`config.mk`:
```
export PLATFORM = sky130hd
export DESIGN_NAME = dpp_axis
export DESIGN_NICKNAME = d
export VERILOG_FILES = /design/src/rtl/core/dpp_pkg.sv /design/src/rtl/core/dpp_axis.sv
export SDC_FILE = /design/constraint.sdc
export NUM_CORES = 2
export LEC_CHECK = 0
export ABC_AREA = 0
export ABC_CLOCK_PERIOD_IN_PS = 18800
export BUFFER_PORTS_ARGS = -buffer_cell sky130_fd_sc_hd__buf_2
export CAP_MARGIN = 20
export CORE_MARGIN = 2
export CORE_UTILIZATION = 65
export CTS_CLUSTER_SIZE = 28
export DETAILED_ROUTE_END_ITERATION = 10
export GPL_TIMING_DRIVEN = 0
export PLACE_DENSITY_LB_ADDON = 0.3
export SLEW_MARGIN = 10
export SYNTH_ARGS = -nofsm -noshare
export SYNTH_HDL_FRONTEND = slang
export SYNTH_SLANG_ARGS = --single-unit
```
`constraint.sdc`:
```
create_clock -name clk -period 18.8 [get_ports clk]
set_input_delay 0.94 -clock clk [delete_from_list [all_inputs] [get_ports clk]]
set_output_delay 0.94 -clock clk [all_outputs]
set_load 0.02 [all_outputs]
```
`src/rtl/core/dpp_pkg.sv`:
```
// Shared types, constants and tables for the depth pixel back-projection block.
package dpp_pkg;

  // Image and depth format constants
  localparam int MAX_DIM         = 4096;
  localparam int DEPTH_FRAC_BITS = 16;

  // Register reset values: 0.1 m and 100 m in the depth fixed-point format
  localparam logic [31:0] DEPTH_MIN_RST =
    32'(((64'd1 << DEPTH_FRAC_BITS) + 64'd5) / 64'd10);
  localparam logic [31:0] DEPTH_MAX_RST = 32'(64'd100 << DEPTH_FRAC_BITS);

  // Configuration register indexes
  localparam logic [2:0] CFG_PIXEL_STRIDE  = 3'd0;
  localparam logic [2:0] CFG_DEPTH_MINIMUM = 3'd1;
  localparam logic [2:0] CFG_DEPTH_MAXIMUM = 3'd2;
  localparam logic [2:0] CFG_CENTER_COL    = 3'd3;
  localparam logic [2:0] CFG_CENTER_ROW    = 3'd4;
  localparam logic [2:0] CFG_RECIP_FOCAL_X = 3'd5;
  localparam logic [2:0] CFG_RECIP_FOCAL_Y = 3'd6;

  // Stride reciprocal: ceil(2^STR_SHIFT / s), exact quotient for 12-bit pixels
  localparam int          STR_SHIFT = 18;
  localparam int          STR_ONE   = 2 ** STR_SHIFT;
  localparam int          STR_RW    = STR_SHIFT + 1;
  localparam logic [STR_RW-1:0] STRIDE_RECIP [32] = '{
    STR_RW'(STR_ONE),
    STR_RW'(STR_ONE),
    STR_RW'((STR_ONE + 1) / 2),
    STR_RW'((STR_ONE + 2) / 3),
    STR_RW'((STR_ONE + 3) / 4),
    STR_RW'((STR_ONE + 4) / 5),
    STR_RW'((STR_ONE + 5) / 6),
    STR_RW'((STR_ONE + 6) / 7),
    STR_RW'((STR_ONE + 7) / 8),
    STR_RW'((STR_ONE + 8) / 9),
    STR_RW'((STR_ONE + 9) / 10),
    STR_RW'((STR_ONE + 10) / 11),
    STR_RW'((STR_ONE + 11) / 12),
    STR_RW'((STR_ONE + 12) / 13),
    STR_RW'((STR_ONE + 13) / 14),
    STR_RW'((STR_ONE + 14) / 15),
    STR_RW'((STR_ONE + 15) / 16),
    STR_RW'((STR_ONE + 16) / 17),
    STR_RW'((STR_ONE + 17) / 18),
    STR_RW'((STR_ONE + 18) / 19),
    STR_RW'((STR_ONE + 19) / 20),
    STR_RW'((STR_ONE + 20) / 21),
    STR_RW'((STR_ONE + 21) / 22),
    STR_RW'((STR_ONE + 22) / 23),
    STR_RW'((STR_ONE + 23) / 24),
    STR_RW'((STR_ONE + 24) / 25),
    STR_RW'((STR_ONE + 25) / 26),
    STR_RW'((STR_ONE + 26) / 27),
    STR_RW'((STR_ONE + 27) / 28),
    STR_RW'((STR_ONE + 28) / 29),
    STR_RW'((STR_ONE + 29) / 30),
    STR_RW'((STR_ONE + 30) / 31)
  };

  // Input item
  typedef struct packed {
    logic [11:0] pixel_col;
    logic [11:0] pixel_row;
    logic [31:0] depth_value;
    logic        depth_finite;
    logic        frame_last;
  } dpp_in_t;

  // Result item
  typedef struct packed {
    logic signed [31:0] point_x;
    logic signed [31:0] point_y;
    logic [31:0]        point_z;
    logic               point_valid;
    logic               frame_end;
  } dpp_out_t;

  // Per-stage load enables shared by the datapath modules
  typedef struct packed {
    logic s1;
    logic s2;
    logic s3;
    logic s4;
  } dpp_stage_ld_t;

endpackage

```
`src/rtl/core/dpp_axis.sv`:
```
// One projection axis: (pix*256 - center) * depth * recip, rounded and saturated.
module dpp_axis (
  input  logic                  clk,
  input  dpp_pkg::dpp_stage_ld_t ld,
  input  logic [11:0]           pix,
  input  logic [19:0]           center,
  input  logic [31:0]           depth_s1,
  input  logic [24:0]           recip,
  output logic signed [31:0]    coord
);
  import dpp_pkg::*;

  logic [19:0] pos;
  logic        neg;
  logic [19:0] diff;

  logic [19:0] s1_diff_r;
  logic        s1_neg_r;
  logic [51:0] s2_a_r;
  logic        s2_neg_r;
  logic [44:0] s3_ph_r;
  logic [57:0] s3_pl_r;
  logic        s3_neg_r;
  logic [45:0] s4_mag_r;
  logic        s4_neg_r;

  // Stage 1: signed offset from the principal point, as sign and magnitude
  always_comb begin
    pos  = {pix, 8'd0};
    neg  = pos < center;
    diff = neg ? (center - pos) : (pos - center);
  end

  // Stage pipeline; a stage loads when it is empty or when its item moves on
  always_ff @(posedge clk) begin
    if (ld.s1) begin
      s1_diff_r <= diff;
      s1_neg_r  <= neg;
    end
    if (ld.s2) begin
      s2_a_r   <= 52'(s1_diff_r) * 52'(depth_s1);
      s2_neg_r <= s1_neg_r;
    end
    if (ld.s3) begin
      // high and low halves times recip; rounding half folded into the low part
      s3_ph_r  <= 45'(s2_a_r[51:32]) * 45'(recip);
      s3_pl_r  <= 58'(s2_a_r[31:0]) * 58'(recip) + 58'h0_8000_0000;
      s3_neg_r <= s2_neg_r;
    end
    if (ld.s4) begin
      s4_mag_r <= 46'(s3_ph_r) + 46'(s3_pl_r[57:32]);
      s4_neg_r <= s3_neg_r;
    end
  end

  // Apply sign and saturate to signed Q16.16
  always_comb begin
    if (s4_mag_r[45:31] != '0) begin
      coord = s4_neg_r ? 32'sh8000_0000 : 32'sh7FFF_FFFF;
    end else if (s4_neg_r) begin
      coord = -$signed(s4_mag_r[31:0]);
    end else begin
      coord = $signed(s4_mag_r[31:0]);
    end
  end

endmodule

```
==> flow_summary.toml <==
[timing]
hold_violations = 0
finalSetupViolCount = 0
drv_slew = 0
fmax_mhz = 101
max_slew_margin = 0.158
tightest_slew_ns = 1.26
rsz0062_at_grt = "false"
fin_skew_ns = 0.0340
hold_slack_ns = 0.431
tns_ns = 0
min_period_over_period = 0.529
timing.final.crit_period_ns = 9.94

[drt]
drt_wl_total_microns = 233000
via_count = 55300
drc = 0
drt_first_iter_violations = 4756
wl_per_cell_microns = 24.8
drtAntennaViolNets = 0
first_pass_iters = 6
via_per_inst = 5.90

[synthesis]
synth_mux_area_frac = 0.00252
netlist_area_sq_um = 71600
synth-compound-area-share = 0.0519
syn-num-nets = 10100
ys_ff_latch = 193
syn_avg_cell_area_sq_um = 9.16
synth_area_leader_cell = "fa_1"
yosysUniqueCellTypes = 73
synth_xor_area_frac = 0.0209
synth_top_family_by_area = "adder cells"
yosys.cell_count.top_type = "inv_1"
async_flop_share = 0
synth_top_area_frac = 0.457
syn_inst = 7821
yosys.area_share.adder = 0.560
yosys_warnings = 0
synth_edf_count = 193
synth_common_cells = "inv_1, fa_1, nand2_1"
yosys.area_share.simple = 0.167
synth.area.top_cells = "fa_1, ha_1, inv_1, and2_1, edfxtp_1"
ys_seq_area_frac = 0.0809
synth-main-ff-cell = "edfxtp_1"

[layout]
area_growth_pct = 4.24
nets = 10300
final_area_sq_um = 74600
multi_input_area_sq_um = 57500
ff_latch_area_sq_um = 5800
layout.cells.non_filler = 9381
layout-drive-gt1-share = 0.0190
nFillCells = 8865

[clocking]
clk_pin_slew_ns = 0.09
cts_tree = "yes"
htree_levels = 4
post-cts-setup-buffer-count = 0
cts_resized = 0
clock_latency_ns = 0.54
clock_sinks = 193
cts_hold_buf = 0
cts.path.max_buffers = 2
root_buffer = "clkbuf_16"
cts_buffers = 17

[placed_design]
dp_hpwl_microns = 196000
dp_cells = 9322
gp_congestion = 1.05
placed_area_sq_um = 73900
port_buffers = 80

[critical_path]
crit_path_cell_trace = "clkbuf_1 > nand2_1 > fa_1 > inv_1 > fa_1 > inv_1 > fa_1 > inv_1 > fa_1 > fa_1 > fa_1 > inv_1 > fa_1 > inv_1 > ha_1 > and4_1 > a221oi_1 > o211ai_1 > o311ai_0 > o21ai_0 > a31oi_1 > o21ai_1 > o311ai_0"
critPathKind = "flip-flop to flip-flop"
required_ns = 19.05
worst_ep_arrival_time_ns = 10.18
path_max_fanout = 10
cpMostUsedCell = "fa_1"
cp_slowest_stage_delay_ns = 0.94
crit_slowest_cell = "o311ai_0"
crit_path_start_kind = "flip-flop"
end_kind = "flip-flop"

[floorplanning]
initial_utilization = 0.657
dieWidth_microns = 336
num_rows = 121
dieHeight_microns = 336
die_area_sq_um = 113000
core_sq_um = 109000
pin_count = 126

[min_path]
holdCritPathClass = "flip-flop to flip-flop"

[global_routing]
antenna_found_initial = 17
grt_pass1_vias = 58900
grt_pass1_wl_microns = 352000
grt_use_total = 0.429
grt-ovfl-total = 0
grt_max_degree = 48

[run]
maxCapViolations = 0

[outcome]
status = "completed"
[layout by cell type, fill, tap and decap left out, types with 29 or more instances in the layout]
| cell | instances |
|---|---|
| edfxtp_1 | 193 |
| inv_1 | 1826 |
| fa_1 | 1635 |
| o21ai_0 | 141 |
| xnor2_1 | 110 |
| nor3_1 | 49 |
| a21oi_1 | 167 |
| ha_1 | 588 |
| nand4_1 | 29 |
| xor2_1 | 61 |
| nand2_1 | 1108 |
| nand3_1 | 30 |
| nor2_1 | 110 |
| and2_1 | 932 |
| clkbuf_1 | 399 |
| buf_2 | 79 |
| a21o_1 | 93 |
[metal layers]
metal | share of wire | up-vias | GRT usage | wire [microns]
met5 | 0.00037 | - | 0 | 85
met4 | 0.079 | 12 | 0.275 | 18300
met3 | 0.099 | 855 | 0.0949 | 23000
met2 | 0.47 | 2894 | 0.705 | 110000
met1 | 0.35 | 28100 | 0.512 | 81500
li1 | - | 23400 | - | -
[kinds of logic after synthesis]
logic type	after synthesis
simple gates	2398
xor+xnor	171
fa+ha+maj	2223
buf+inv	2231
mux	18
flops	193
compound gates	587
[final timing paths]
check                              startpoint          to  slack, ns  depth (start not counted)
worst max-delay path            s1_diff_r[12]  s2_a_r[44]       8.86                         23
worst min-delay path                 s3_neg_r    s4_neg_r       0.43                          0
worst max register to register  s1_diff_r[12]  s2_a_r[44]       8.86                         23
worst min register to register       s3_neg_r    s4_neg_r       0.43                          0
[layout make-up]
class	count	share of cell area
Antenna cell	21	0.000704
Buffer	403	0.0203
Clock buffer	17	0.00570
Clock inverter	15	0.00270
Inverter	1828	0.0919
Multi-Input combinational cell	5397	0.770
Sequential cell	193	0.0776
Tap cell	1414	0.0237
Timing Repair Buffer	93	0.00764
[metrics by stage]
stage	setup slack, ns	util
floorplan	10.63	-
global placement	7.56	0.677
detailed placement	8.66	0.678
CTS	8.98	0.684
global route	8.65	0.684
finish	8.86	0.685
[registers in the layout, summed over array words and instances (netlist names)]
| name | cells |
|---|---|
| s4_mag_r | 46 |
| s3_pl_r | 26 |
| s3_ph_r | 45 |
| s2_a_r | 52 |
| s1_neg_r | 1 |
| s3_neg_r | 1 |
| s1_diff_r | 20 |
| s2_neg_r | 1 |
| s4_neg_r | 1 |
[critical path, delay by kind of cell, from the launching register on]
family | cells | cell delay [ns]
AND/OR/NAND/NOR | 2 | 0.41
flip-flops | 1 | 0.68
buffers and inverters | 6 | 1.08
AO/OA/AOI/OAI | 7 | 3.46
adder cells (fa/ha/maj) | 8 | 4.01
Power is not shown: default switching activity piles up to over one toggle a cycle in this logic, so the estimate is an artifact.
